**src/rtl/core/rmrd_pkg.sv**
```systemverilog
`timescale 1ns / 1ps
`default_nettype none

package rmrd_pkg;

	// coordinate widths that cover the whole allowed panel size range
	localparam int X_W = 6;
	localparam int Y_W = 8;

	localparam logic [2:0] REQ_PIXEL   = 3'd0;
	localparam logic [2:0] REQ_HLINE   = 3'd1;
	localparam logic [2:0] REQ_VLINE   = 3'd2;
	localparam logic [2:0] REQ_OUTLINE = 3'd3;
	localparam logic [2:0] REQ_FILL    = 3'd4;
	localparam logic [2:0] REQ_CLEAR   = 3'd5;
	localparam logic [2:0] REQ_READ    = 3'd6;

	typedef enum logic [1:0] {
		OP_SKIP,
		OP_FILL,
		OP_CLEAR,
		OP_READ
	} op_t;

	typedef struct packed {
		op_t             op;
		logic            on;
		logic            last;
		logic [2:0]      kind;
		logic [8:0]      addr;
		logic [X_W-1:0]  x0;
		logic [X_W-1:0]  x1;
		logic [Y_W-1:0]  y0;
		logic [Y_W-1:0]  y1;
	} job_t;

	typedef struct packed {
		logic [7:0] data;
		logic [2:0] kind;
	} res_t;

	typedef enum logic [2:0] {
		BK_INIT,
		BK_IDLE,
		BK_RD,
		BK_WR,
		BK_CLR,
		BK_READ,
		BK_DONE
	} bstate_t;

endpackage

`default_nettype wire

```
**src/rtl/core/rmrd_front.sv**
```systemverilog
`timescale 1ns / 1ps
`default_nettype none

module rmrd_front #(
	parameter int PANEL_COLUMNS = 128,
	parameter int PANEL_ROWS    = 32
) (
	input  logic               clk,
	input  logic               arst_n,
	input  logic               push,
	output logic               full,
	input  logic               hold,
	input  logic [2:0]         req_type,
	input  logic signed [11:0] start_x,
	input  logic signed [11:0] start_y,
	input  logic signed [11:0] end_or_width,
	input  logic signed [11:0] rect_height,
	input  logic               pixel_on,
	input  logic [8:0]         read_address,
	output logic               job_push,
	output rmrd_pkg::job_t     job,
	input  logic               job_full
);

	localparam logic signed [13:0] XMAX = 14'(PANEL_ROWS - 1);
	localparam logic signed [13:0] YMAX = 14'(PANEL_COLUMNS - 1);

	logic               busy_q;
	logic [1:0]         step_q;
	logic [2:0]         kind_q;
	logic signed [11:0] x_q;
	logic signed [11:0] y_q;
	logic signed [11:0] e_q;
	logic signed [11:0] h_q;
	logic               on_q;
	logic [8:0]         addr_q;

	logic signed [13:0] xs, ys, es, hs, xe, yh;
	logic signed [13:0] xa, xb, ya, yb;
	logic signed [13:0] xlo, xhi, ylo, yhi;
	logic               positive;
	logic               draw_kind;
	logic               empty_rect;
	logic               accept;

	assign accept = push && !full;
	assign full   = busy_q || hold;

	assign xs = {{2{x_q[11]}}, x_q};
	assign ys = {{2{y_q[11]}}, y_q};
	assign es = {{2{e_q[11]}}, e_q};
	assign hs = {{2{h_q[11]}}, h_q};
	assign xe = xs + es - 14'sd1;
	assign yh = ys + hs - 14'sd1;
	assign positive = (e_q > 12'sd0) && (h_q > 12'sd0);

	// pick the span or rectangle for this step
	always_comb begin
		xa = xs;
		xb = xs;
		ya = ys;
		yb = ys;
		draw_kind = 1'b1;
		case (kind_q)
			rmrd_pkg::REQ_PIXEL: begin
				draw_kind = 1'b1;
			end
			rmrd_pkg::REQ_HLINE: begin
				if (xs > es) begin
					xa = es;
					xb = xs;
				end else begin
					xb = es;
				end
			end
			rmrd_pkg::REQ_VLINE: begin
				if (ys > es) begin
					ya = es;
					yb = ys;
				end else begin
					yb = es;
				end
			end
			rmrd_pkg::REQ_OUTLINE: begin
				draw_kind = positive;
				case (step_q)
					2'd0: begin
						xb = xe;
					end
					2'd1: begin
						xb = xe;
						ya = yh;
						yb = yh;
					end
					2'd2: begin
						yb = yh;
					end
					default: begin
						xa = xe;
						xb = xe;
						yb = yh;
					end
				endcase
			end
			rmrd_pkg::REQ_FILL: begin
				draw_kind = positive;
				xb = xe;
				yb = yh;
			end
			default: begin
				draw_kind = 1'b0;
			end
		endcase
	end

	// clip against the logical plane
	always_comb begin
		empty_rect = (xa > xb) || (ya > yb) || (xb < 14'sd0) || (xa > XMAX) ||
			(yb < 14'sd0) || (ya > YMAX);
		xlo = (xa < 14'sd0) ? 14'sd0 : xa;
		xhi = (xb > XMAX) ? XMAX : xb;
		ylo = (ya < 14'sd0) ? 14'sd0 : ya;
		yhi = (yb > YMAX) ? YMAX : yb;
	end

	always_comb begin
		if (kind_q == rmrd_pkg::REQ_CLEAR) begin
			job.op = rmrd_pkg::OP_CLEAR;
		end else if (kind_q == rmrd_pkg::REQ_READ) begin
			job.op = rmrd_pkg::OP_READ;
		end else if (draw_kind && !empty_rect) begin
			job.op = rmrd_pkg::OP_FILL;
		end else begin
			job.op = rmrd_pkg::OP_SKIP;
		end
		job.on   = on_q;
		job.last = (kind_q != rmrd_pkg::REQ_OUTLINE) || (step_q == 2'd3);
		job.kind = kind_q;
		job.addr = addr_q;
		job.x0   = xlo[rmrd_pkg::X_W-1:0];
		job.x1   = xhi[rmrd_pkg::X_W-1:0];
		job.y0   = ylo[rmrd_pkg::Y_W-1:0];
		job.y1   = yhi[rmrd_pkg::Y_W-1:0];
	end

	assign job_push = busy_q && !job_full;

	always_ff @(posedge clk or negedge arst_n) begin
		if (!arst_n) begin
			busy_q <= 1'b0;
			step_q <= 2'd0;
		end else if (accept) begin
			busy_q <= 1'b1;
			step_q <= 2'd0;
		end else if (job_push) begin
			if (job.last) begin
				busy_q <= 1'b0;
			end else begin
				step_q <= step_q + 2'd1;
			end
		end
	end

	always_ff @(posedge clk) begin
		if (accept) begin
			kind_q <= req_type;
			x_q    <= start_x;
			y_q    <= start_y;
			e_q    <= end_or_width;
			h_q    <= rect_height;
			on_q   <= pixel_on;
			addr_q <= read_address;
		end
	end

endmodule

`default_nettype wire

```
**config.mk**
```make
export PLATFORM = sky130hd
export DESIGN_NAME = rmrd_front
export DESIGN_NICKNAME = d
export VERILOG_FILES = /design/src/rtl/core/rmrd_pkg.sv /design/src/rtl/core/rmrd_front.sv
export SDC_FILE = /design/constraint.sdc
export NUM_CORES = 1
export LEC_CHECK = 0
export BUFFER_PORTS_ARGS = -buffer_cell sky130_fd_sc_hd__clkbuf_2
export CAP_MARGIN = 5
export CORE_UTILIZATION = 50
export DETAILED_ROUTE_END_ITERATION = 8
export GPL_TIMING_DRIVEN = 1
export HOLD_SLACK_MARGIN = 0.05
export PLACE_DENSITY = 0.72
export SLEW_MARGIN = 30
export SYNTH_ARGS = -nofsm -noshare
export SYNTH_HDL_FRONTEND = slang
export SYNTH_SLANG_ARGS = --single-unit
```
**constraint.sdc**
```tcl
create_clock -name clk -period 6.55 [get_ports clk]
set_clock_uncertainty 0.2 [all_clocks]
set_input_delay 1.31 -clock clk [delete_from_list [all_inputs] [get_ports clk]]
set_output_delay 1.31 -clock clk [all_outputs]
set_load 0.1 [all_outputs]
```
==> out/results.tsv <==
stage	metric	value	unit
outcome	failing checks	design-rule violations, negative setup slack	
place	Inst Count DP	1226	
logic_synthesis	number of flops mapped to enable cells by yosys	61	
worst_setup_path	crit start category	flip-flop	
power	Power, Total	1.870	mW
timing	min Tclk post-route	6.642	ns
cts	Clock Pin Slew Worst Setup and Hold Paths	0.06	ns
global_routing	grt ovf	0	
outcome	status	finished, violations left	
timing	Max Slew Vio Count	0	
layout	final cell count without fillers	1257	
route	Initial DRC Count	1110	
timing	Slew @ Worst Pin	1.078	ns
layout	leading cell types in the layout, fill and taps excluded	clkbuf_2 (110), inv_1 (104), ha_1 (94), nor2_1 (81)	
timing	Max Clk Rate	150.5	MHz
global_routing	global-route usage over all layers	33.45	%
logic_synthesis	synth warn	0	
global_routing	initial antenna violation count	0	
power	Pwr Density	206.5	nW/um^2
cts	H-tree level count	3	
global_routing	vias in the first global route	6985	
layout	final instance area	9056	sq um
worst_setup_path	Worst Setup Path Type	flip-flop to primary output	
layout	Filler cells	1261	
global_routing	first-pass GRT wire length	37.71	mm
worst_setup_path	Crit. End Element	primary output	
layout	fin nets	1241	
logic_synthesis	Net Count, Synth	1076	
worst_setup_path	WP data arrival	5.13	ns
worst_setup_path	Buffers & Inverters on Critical Path	4	
power	LEAKAGE	4.140	nW
logic_synthesis	number of library cell types mapped by synthesis	77	
worst_setup_path	worst path required time	5.04	ns
worst_setup_path	R2R Setup Slk	4.10	ns
timing	final hold slack	0.3669	ns
worst_setup_path	slowest stage cell, crit path	o41a_1	
floorplan	starting density of the core	51.73	%
worst_hold_path	Hold Path Class	flip-flop to flip-flop	
flow_run	Max-cap violations	0	
layout	commonest non-fill, non-tap cell in the layout	clkbuf_2	
logic_synthesis	Mapped Cells	907	
route	drc violations	16	
logic_synthesis	Synth async-reset ratio	4.688	%
cts	cts bufs inserted	9	
worst_setup_path	Top delay family on crit path	compound AO/OA/AOI/OAI gates	
route	routed wire length	24.88	mm
cts	clock sink count	64	
timing	setup violators final	1	
floorplan	Die Ht	122.5	um
floorplan	die area	15010	sq um
place	Post-DP Area	8444	sq um
power	maximum VDD drop	216.1	uV
logic_synthesis	Synth Flop Type	edfxtp_1	
layout	Final Util	64.49	%
worst_setup_path	CP cell instances	inv_1 > ha_1 > inv_1 > ha_1 > nor2_1 > a2111oi_4 > o41a_1 > buf_4 > a31oi_1 > xor2_1 > nor2_1 > o21ai_1 > nand3_1 > ha_1 > nand4_1 > nor2_1 > a221oi_2 > a21oi_1 > o211ai_1 > o2111ai_2 > o31ai_4 > buf_12	
place	# port buffers	111	
route	vias per std cell	6.249	
global_routing	pin count of the biggest net entering global routing	38	
cts	clock root cell	clkbuf_16	
timing	period utilization	101.4	%
layout	Multi-input gate area	5024	sq um
layout	layout cells sized above 1	23.96	%
worst_setup_path	worst-path fanout max	4	
timing	RSZ-0062 raised after global routing	true	
logic_synthesis	sequential-to-total area share from yosys stat	26.25	%
place	RePlAce Congestion	1.042	
floorplan	number of top-level pins	112	
logic_synthesis	FF+latch count, synth	64	
cts	Longest Clk Path Bufs	2	
timing	Final TNS setup	-0.09235	ns
place	post-detail-place hpwl	19.17	mm
floorplan	CORE AREA	14040	sq um
layout	Seq. cell area	1907	sq um
layout	Area Growth Syn to Fin	24.66	%
timing	Slew HR	27.37	%
timing	Fin. Hold Viols	0	
place	dpl ws	0.1277	ns
cts	count of hold buffers inserted by post-cts repair	0	
route	vias post-DR	7855	
logic_synthesis	Post-Syn Area	7264	sq um
floorplan	Die Wd	122.5	um
timing	worst setup margin	-0.09235	ns
layout	ant diodes	0	
route	Pre-Repair DR Iteration Count	9	
floorplan	Placement Rows	43	
worst_setup_path	Largest stage delay, worst path	0.45	ns
route	wire per inst	19.79	um
route	post-route ant nets	0	
cts	CTS tree	built	
logic_synthesis	syn avg cell area	8.009	sq um
cts	Clock Latency Late Sink	0.34	ns
-- sequential cells by signal, summed over array words and instances, names as in the netlist --
name / cells
e_q: 12
h_q: 12
x_q: 12
y_q: 12
addr_q: 9
kind_q: 3
step_q: 2
busy_q: 1
on_q: 1
-- worst register-to-register path, cell delays in order (launching register included) --
cell	delay, ns
dfrtp_1	0.39
or2_2	0.32
nor2_4	0.58
buf_4	0.56
-- logic make-up after synthesis --
family          share of synthesized area, %
buf+inv                                7.613
xor+xnor                               2.291
mux                                    1.120
compound gates                         26.09
fa+ha+maj                              17.95
flops                                  26.25
simple gates                           18.69
-- power by group --
part | total (mW) | internal [mW] | switching [mW]
logic | 0.833 | 0.274 | 0.560
registers | 0.489 | 0.474 | 0.0158
clock network | 0.548 | 0.345 | 0.202
-- cells in the mapped netlist, types with 6 or more instances --
| master | number | area share [%] |
|---|---|---|
| nor2b_1 | 24 | 2.1 |
| nor2_1 | 82 | 4.2 |
| o211ai_1 | 7 | 0.72 |
| a21oi_1 | 68 | 4.7 |
| nor4_1 | 8 | 0.69 |
| a31oi_1 | 7 | 0.60 |
| nand3_1 | 15 | 1.0 |
| xnor2_1 | 10 | 1.2 |
| ha_1 | 101 | 17 |
| nand2b_1 | 18 | 1.6 |
| inv_1 | 112 | 5.8 |
| a211oi_1 | 8 | 0.83 |
| edfxtp_1 | 61 | 25 |
| a21o_1 | 18 | 1.9 |
| and3_1 | 6 | 0.52 |
| xor2_1 | 9 | 1.1 |
| nand2_1 | 73 | 3.8 |
| clkbuf_1 | 29 | 1.5 |
| o21ai_0 | 82 | 5.6 |
| nand4_1 | 10 | 0.86 |
| a221oi_1 | 13 | 1.6 |
| a22o_1 | 6 | 0.72 |
| nor3_1 | 15 | 1.0 |
| mux2i_1 | 7 | 0.96 |
| o22ai_1 | 16 | 1.4 |
-- area by class of cell --
cell class | instances | share of cell area, %
Sequential cell | 64 | 21.06
Multi-Input combinational cell | 697 | 55.47
Inverter | 112 | 4.670
Clock buffer | 10 | 2.639
Tap cell | 180 | 2.487
Timing Repair Buffer | 188 | 12.68
Clock inverter | 6 | 0.9947
-- final timing paths --
check	depth (start not counted)	start	to
max	22	e_q[4]$_DFFE_PP_	job[42]
min	2	busy_q$_DFFE_PN0P_	busy_q$_DFFE_PN0P_
max reg2reg	3	busy_q$_DFFE_PN0P_	e_q[2]$_DFFE_PP_
min reg2reg	2	busy_q$_DFFE_PN0P_	busy_q$_DFFE_PN0P_
max in group asynchronous	1	arst_n	step_q[0]$_DFFE_PN0P_
min in group asynchronous	1	arst_n	busy_q$_DFFE_PN0P_
-- what timing repair did --
item,in CTS,in global routing
setup endpoints to repair,1,1
resized for setup,12,31
pin swaps,7,27
buffers inserted,3,12
-- metal layers --
layer / track usage, % / share of wire (%) / wire [um] / vias up
li1: - / - / - / 3630
met1: 45.80 / 41 / 10260 / 3546
met2: 48.84 / 42 / 10380 / 585
met3: 8.829 / 13 / 3140 / 94
met4: 15.47 / 4.4 / 1097 / 0
met5: 0 / 0 / 0 / -
Power figures use the tool's default switching activity.
