`src/rtl/core/rmrd_fifo.sv`:
```
`timescale 1ns / 1ps
`default_nettype none

module rmrd_fifo #(
	parameter int WIDTH = 8,
	parameter int DEPTH = 2
) (
	input  logic             clk,
	input  logic             arst_n,
	input  logic             push,
	input  logic [WIDTH-1:0] wr_data,
	output logic             full,
	input  logic             pop,
	output logic [WIDTH-1:0] rd_data,
	output logic             empty
);

	localparam int PW = (DEPTH > 1) ? $clog2(DEPTH) : 1;
	localparam int CW = $clog2(DEPTH + 1);

	logic [WIDTH-1:0] slot_q [DEPTH];
	logic [PW-1:0]    wptr_q;
	logic [PW-1:0]    rptr_q;
	logic [CW-1:0]    count_q;
	logic             push_ok;
	logic             pop_ok;

	assign full    = (count_q == CW'(DEPTH));
	assign empty   = (count_q == '0);
	assign push_ok = push && !full;
	assign pop_ok  = pop && !empty;
	assign rd_data = slot_q[rptr_q];

	always_ff @(posedge clk or negedge arst_n) begin
		if (!arst_n) begin
			wptr_q  <= '0;
			rptr_q  <= '0;
			count_q <= '0;
		end else begin
			if (push_ok) begin
				wptr_q <= (wptr_q == PW'(DEPTH - 1)) ? '0 : wptr_q + PW'(1);
			end
			if (pop_ok) begin
				rptr_q <= (rptr_q == PW'(DEPTH - 1)) ? '0 : rptr_q + PW'(1);
			end
			case ({push_ok, pop_ok})
				2'b10:   count_q <= count_q + CW'(1);
				2'b01:   count_q <= count_q - CW'(1);
				default: count_q <= count_q;
			endcase
		end
	end

	always_ff @(posedge clk) begin
		if (push_ok) begin
			slot_q[wptr_q] <= wr_data;
		end
	end

endmodule

`default_nettype wire

```
`config.mk`:
```
export PLATFORM = sky130hd
export DESIGN_NAME = rmrd_fifo
export DESIGN_NICKNAME = d
export VERILOG_FILES = /design/src/rtl/core/rmrd_fifo.sv
export SDC_FILE = /design/constraint.sdc
export NUM_CORES = 1
export LEC_CHECK = 0
export BUFFER_PORTS_ARGS = -buffer_cell sky130_fd_sc_hd__buf_2
export CAP_MARGIN = 20
export CORE_AREA = 10 10 58 60
export CTS_BUF_LIST = sky130_fd_sc_hd__clkbuf_8
export DETAILED_ROUTE_END_ITERATION = 6
export DIE_AREA = 0 0 68 70
export RECOVER_POWER = 50
export SYNTH_ARGS = -nofsm -noshare
export SYNTH_HDL_FRONTEND = slang
export SYNTH_SLANG_ARGS = --single-unit
```
`constraint.sdc`:
```
create_clock -name clk -period 3.11 [get_ports clk]
set_input_delay 0.311 -clock clk [delete_from_list [all_inputs] [get_ports clk]]
set_output_delay 0.311 -clock clk [all_outputs]
set_load 0.05 [all_outputs]
```
==> metrics.md, run 1 <==
| Metric | Value |
|---|---|
| Later-pin clock latency in the skew report | about 0.25 ns |
| Total clock buffers created by CTS | 3 |
| Total of hold buffers inserted after clock tree synthesis | 1 |
| Die Height | about 70 microns |
| Setup crit end kind | output port |
| Setup repair after global routing missed its margin | no |
| Headroom to the max-slew limit | 56.4% |
| Count of routing violations after the opening detailed-route iteration | 3 |
| Synth Area per Inst | between 15 and 20 sq um |
| Fin Hold WS | around 0.25 ns |
| Total count of max-transition violations in the final report | 0 |
| Count of buffers inserted at the top-level ports | 21 |
| Multiplexer share of the synthesized area | a little under an eighth |
| Count of max-cap constraint violations | 0 |
| Top library cells by usage in the layout, fill and taps aside | buf_2, edfxtp_1, mux2_2 |
| Layout Skew | 0.00754 ns |
| CTS-repair resized insts | 0 |
| Final core utilization | approximately two fifths |
| Global route overflow | 0 |
| Antenna violations before repair | 0 |
| Instance count of the mapped netlist | 43 |
| Most common library cell in the layout ignoring fill and taps | buf_2 |
| Clock Tree Root | clkbuf_8 |
| Final routed DRC violation total | 0 |
| Compound-cell area share of the yosys netlist | 0% |
| DR vias/cell | about 4.2 |
| Internal Dissipation | between 0.6 and 0.7 mW |
| Main combinational cell family by area after synthesis | multiplexers |
| Routed wire length | about 1300 microns |
| Global-route wire length before repair | 2060 microns |
| Post-route clock period utilization | between 50% and 60% |
| Final net count | about 80 |
| Final sum of negative setup slack | 0 ns |
| Worst hold-check path type | in -> reg |
| Share of the yosys chip area belonging to registers | approximately 75% |
| I/O pin count | 22 |
| FF+latch count, synth | 20 |
| Shortest period the worst path allows | between 1.5 and 2 ns |
| Via count of the first global-routing pass | approximately 480 |
| Adder-Cell Fraction of Synth Area | ~1.6% |
| Number of distinct library cells after synthesis | 13 |
| Detail-routed net length per standard cell | ~14 microns |
| CP arrival | ~1.4 ns |
| Number of diodes | 0 |
| Number of failing setup endpoints in the final timing report | 0 |
| Post-CTS clock slew at the launch and capture registers of the worst setup and hold paths | approximately 0.070 ns |
| Number of standard-cell rows in the floorplan | 18 |
| Power Dens Cells | about 1200 nW/um^2 |
| Area Overhead vs Synth | 27.4% |
| Switching power share of the total | between 30% and 40% |
| Maximum fanout encountered on the critical timing path | 9 |
| Count of vias placed by the detailed router | 412 |
| Highest ir drop seen on vdd | 0.506 mV |
| Leakage | a little under 0.4 nW |
| Clock power share | between 20% and 30% |
| Total clock sinks | 20 |
| Core ar. | 2340 sq um |
| Gr usage total | 5.62% |
| CTS tree | built |
| Die area | 4760 sq um |
| Start-to-end type of the worst setup path | reg -> out |
| Fmax | roughly 580 MHz |
| Crit path buf inv count | 1 |
| Maximum clock path buffer count | 2 |
| Starting density of the core | 33.0% |
| Synth Warn # | 0 |
| Result of the run | finished, final reports clean |
| NetSw | 0.445 mW |
| Cell at the slowest stage of the critical path | dfrtp_1 |
| Htree depth | 1 |
| Register share of total power | 37.9% |
| Layout cells sized above 1 | between 40% and 50% |
| Largest stage delay, worst path | ~0.58 ns |
| Simple-gate share of the synthesized area | under 10% |
| Width of the die | slightly below 70 microns |
| Slew @ Worst Pin | approximately 0.65 ns |
| Post-Syn Area | between 700 and 800 sq um |
| Largest net degree at the start of global routing | 13 |
| Worst path required time | about 2.8 ns |
| Cell Chain, Critical Path | mux2_2 > buf_2 |
| Count of nets left with antenna violations after detail routing | 0 |
| Post-Place Setup Slack | ~1.5 ns |
| Final Wtd Congestion | between 0.6 and 0.7 |
| Total power | around 1.1 mW |
| Xor/xnor cell area share of the yosys netlist | around 5.7% |
| HPWL Detailed | around 1000 microns |
| Share of power burned in combinational logic | about two fifths |
| Post-layout worst setup margin | around 1.4 ns |
| Post-CTS setup buffer count | 0 |
| Worst setup SP type | register |
| Cell class contributing the biggest share of worst-path delay | flip-flops |
| Number of search-and-repair iterations in the first detailed-routing pass | 2 |
| Final hold violations | 0 |
| Post-Syn Nets | between 50 and 60 |
==> cell usage after synthesis (all sizes together) <==
cell type	number	area (sq um)
edfxtp	16	480
mux2	8	90.1
dfrtp	4	100
nor2	3	11.3
xnor2	3	26.3
xor2	2	17.5
and3	1	6.26
buf	1	5.00
ha	1	12.5
inv	1	3.75
nand2	1	3.75
nand2b	1	6.26
nor2b	1	8.76
==> flip-flops by register name, indices dropped and copies added, names as in the netlist <==
signal   count
rptr_q       1
count_q      2
slot_q      16
wptr_q       1
==> power by group through the flow <==
stage                     clock [mW]  sequential (mW)  combinational (mW)
after floorplan                    0            0.403               0.400
after global placement             0            0.432               0.466
after detailed placement           0            0.434               0.466
after CTS                      0.255            0.430               0.468
after global routing           0.263            0.439               0.491
final                          0.248            0.429               0.456
==> cell families after synthesis <==
kind of cell	after synthesis
DFF	20
buffers and inverters	2
and+or+nand+nor	7
muxes	8
xor gates and xnor gates	5
adders and majority gates	1
==> final cells by class <==
class                           instances  area (sq um)
Clock buffer                            3          41.3
Clock inverter                          1          30.0
Timing Repair Buffer                   22           110
Sequential cell                        20           581
Inverter                                1          3.75
Multi-Input combinational cell         21           180
Fill cell                             226          1360
Tap cell                               30          37.5
==> through the flow <==
step | cell area [sq um] | instances
floorplan | 772 | 43
global placement | 910 | 93
detailed placement | 910 | 93
CTS | 991 | 98
global route | 983 | 98
finish | 983 | 98
==> final timing paths <==
check	slack (ns)	endpoint	depth (start not counted)	startpoint
max	1.37	rd_data[0]	2	rptr_q$_DFFE_PN0P_
min	0.25	slot_q[1][1]$_DFFE_PP_	1	wr_data[1]
max reg2reg	1.53	slot_q[0][5]$_DFFE_PP_	3	count_q[0]$_DFFE_PN0P_
min reg2reg	0.50	wptr_q$_DFFE_PN0P_	1	wptr_q$_DFFE_PN0P_
max in group asynchronous	2.48	count_q[1]$_DFFE_PN0P_	2	arst_n
min in group asynchronous	0.43	count_q[0]$_DFFE_PN0P_	2	arst_n
==> metal layers <==
layer / track usage [%] / vias up / wire length, microns
met5: 0 / - / 0
met4: 2.68 / 0 / 6
met3: 3.51 / 2 / 180
met2: 8.59 / 16 / 567
met1: 5.83 / 191 / 572
li1: - / 203 / -
(Power assumes the default switching activity.)
==> inputs of run 2 (changes only) <==
- clock period: 3.11 -> 1.5 ns (I/O delays scaled with it)
==> run 2 against run 1 <==
  * Total power up 110%
  * Highest routed layer unchanged
  * Critical path depth up 1
  * Register-to-register slack worse by 1.4 ns
  * Worst hold slack worse by 0.17 ns
  * Combinational power rose to 2.6 times the previous value
  * Die area unchanged
  * Via count up 12%
  * Design area up 4.5%
  * Setup slack worse by 1.3 ns
  * Clock power up 41%
  * Core utilization up 1.9 points
  * Routed wire length up 13%
==> metrics.md, run 2 (synthesized netlist as in run 1, its figures left out) <==
| Metric | Value |
|---|---|
| Setup crit end kind | output port (unchanged) |
| Final net count | 88 (was 82) |
| Post-layout worst setup margin | 0.0408 ns (was 1.37 ns) |
| Slew @ Worst Pin | 0.398 ns (was 0.652 ns) |
| Routed length on met1 | 548 microns (was 572 microns) |
| Met3 Wirelength | 147 microns (was 180 microns) |
| Count of routing violations after the opening detailed-route iteration | 4 (was 3) |
| Via count of the first global-routing pass | 509 (was 479) |
| Clock Tree Root | clkbuf_8 (unchanged) |
| Htree depth | 1 (unchanged) |
| Start-to-end type of the worst setup path | reg -> out (unchanged) |
| Starting density of the core | 33.0% (unchanged) |
| Post-route clock period utilization | between 90% and 100% |
| Routed wire length | 1500 microns (was 1330 microns) |
| Global route overflow | 0 (unchanged) |
| Power Dens Cells | 2320 nW/um^2 (was 1150 nW/um^2) |
| Worst hold-check path type | in -> reg (unchanged) |
| Final routed DRC violation total | 0 (unchanged) |
| FILL cells | 224 (was 226) |
| Antenna violations before repair | 0 (unchanged) |
| Number of search-and-repair iterations in the first detailed-routing pass | 2 (unchanged) |
| Max FFs per register | 16 (unchanged) |
| Gr usage total | 6.63% (was 5.62%) |
| Fin Hold WS | 0.0807 ns (was 0.246 ns) |
| Post-Place Setup Slack | 0.130 ns (was 1.51 ns) |
| Setup repair after global routing missed its margin | yes (was no) |
| Result of the run | finished, final reports clean (unchanged) |
| Worst path required time | 1.35 ns (was 2.80 ns) |
| HPWL Detailed | 1110 microns (was 1020 microns) |
| Die area | 4760 sq um (unchanged) |
| Fmax | roughly 690 MHz |
| Later-pin clock latency in the skew report | 0.26 ns (was 0.25 ns) |
| Register with the most flip-flops | slot_q (unchanged) |
| Die Height | 70 microns (unchanged) |
| Layout Skew | 0.00186 ns (was 0.00754 ns) |
| Met2 layer wire length in the routed design | 763 microns (was 567 microns) |
| Number of standard-cell rows in the floorplan | 18 (unchanged) |
| Count of buffers inserted at the top-level ports | 21 (unchanged) |
| Count of nets left with antenna violations after detail routing | 0 (unchanged) |
| Number of failing setup endpoints in the final timing report | 0 (unchanged) |
| Worst setup SP type | register (unchanged) |
| Maximum clock path buffer count | 2 (unchanged) |
| Width of the die | 68 microns (unchanged) |
| Most common library cell in the layout ignoring fill and taps | edfxtp_1 (was buf_2) |
| Largest registers | slot_q x16, count_q x2 (unchanged) |
| I/O pin count | 22 (unchanged) |
| Maximum fanout encountered on the critical timing path | 4 (was 9) |
| CP arrival | 1.31 ns (was 1.43 ns) |
| Count of max-cap constraint violations | 0 (unchanged) |
| Layout cells sized above 1 | 48.6% (was 42.6%) |
| Largest net degree at the start of global routing | 12 (was 13) |
| Final core utilization | 43.9% (was 42.0%) |
| Final Wtd Congestion | 0.652 (was 0.690) |
| Number of diodes | 0 (unchanged) |
| Total clock buffers created by CTS | 3 (unchanged) |
| Global-route wire length before repair | 2270 microns (was 2060 microns) |
| Leakage | 0.414 nW (was 0.390 nW) |
| Detail-routed net length per standard cell | 14.5 microns (was 13.5 microns) |
| Area Overhead vs Synth | 33.1% (was 27.4%) |
| Core ar. | 2340 sq um (unchanged) |
| Top layer reached by signal wires | met4 (unchanged) |
| Total clock sinks | 20 (unchanged) |
| Final hold violations | 0 (unchanged) |
| DR vias/cell | 4.44 (was 4.20) |
| Count of vias placed by the detailed router | 462 (was 412) |
| Shortest period the worst path allows | about 1.5 ns |
| Post-CTS clock slew at the launch and capture registers of the worst setup and hold paths | 0.07 ns (about the same) |
| Top library cells by usage in the layout, fill and taps aside | edfxtp_1, buf_2, mux2_2 (was buf_2, edfxtp_1, mux2_2) |
| Highest ir drop seen on vdd | 0.991 mV (was 0.506 mV) |
| CTS tree | built (unchanged) |
| Headroom to the max-slew limit | 73.5% (was 56.4%) |
| Total count of max-transition violations in the final report | 0 (unchanged) |
[run 2: metal layers]
| metal | vias up | track usage [%] |
|---|---|---|
| met5 | - | 0 |
| met4 | 0 | 6.04 |
| met3 | 4 | 3.67 |
| met2 | 18 | 9.73 |
| met1 | 221 | 6.30 |
| li1 | 219 | - |
[run 2: worst max-delay path: stages (launching register included)]
cell and delay (ns):
dfrtp_2 0.37, clkbuf_4 0.17, mux2_2 0.33, buf_4 0.19
[run 2: final timing paths]
| check | end | from | slack [ns] | depth (start not counted) |
|---|---|---|---|---|
| worst min register to register | wptr_q$_DFFE_PN0P_ | wptr_q$_DFFE_PN0P_ | 0.50 | 1 |
| worst min-delay path | slot_q[0][4]$_DFFE_PP_ | wr_data[4] | 0.08 | 1 |
| max in group asynchronous | rptr_q$_DFFE_PN0P_ | arst_n | 1.03 | 2 |
| worst max register to register | count_q[1]$_DFFE_PN0P_ | count_q[0]$_DFFE_PN0P_ | 0.12 | 5 |
| min in group asynchronous | count_q[0]$_DFFE_PN0P_ | arst_n | 0.25 | 2 |
| worst max-delay path | rd_data[0] | rptr_q$_DFFE_PN0P_ | 0.04 | 3 |
[run 2: through the flow]
step | cells | TNS [ns] | instance area (sq um) | total power [mW]
after CTS | 101 | 0 | 996 | 2.31
after detailed placement | 95 | 0 | 932 | 1.93
after global placement | 95 | 0 | 932 | 1.91
final | 104 | 0 | 1030 | 2.38
after floorplan | 43 | 0 | 779 | 1.69
after global routing | 104 | -0.00526 | 1030 | 2.52
[run 2: cell type report]
cell class / instances / area (sq um) / area share [%]
clock buffer: 3 / 41.3 / 4.02
tap: 30 / 37.5 / 3.65
sequential: 20 / 582 / 56.6
multi-input combinational: 21 / 190 / 18.5
timing repair buffer: 28 / 169 / 16.4
inverter: 1 / 3.75 / 0.365
clock inverter: 1 / 3.75 / 0.365
[run 2: power breakdown]
group | switching (mW) | total (mW) | internal [mW]
logic | 0.739 | 1.17 | 0.432
registers | 0.0798 | 0.860 | 0.780
clock network | 0.168 | 0.350 | 0.182
total | 0.987 | 2.38 | 1.39
[run 2: repair_timing]
item	CTS	global route
hold buffers	1	0
setup endpoints to repair	8	8
gates resized for setup	1	9
hold endpoints to repair	4	0
setup buffers	1	3
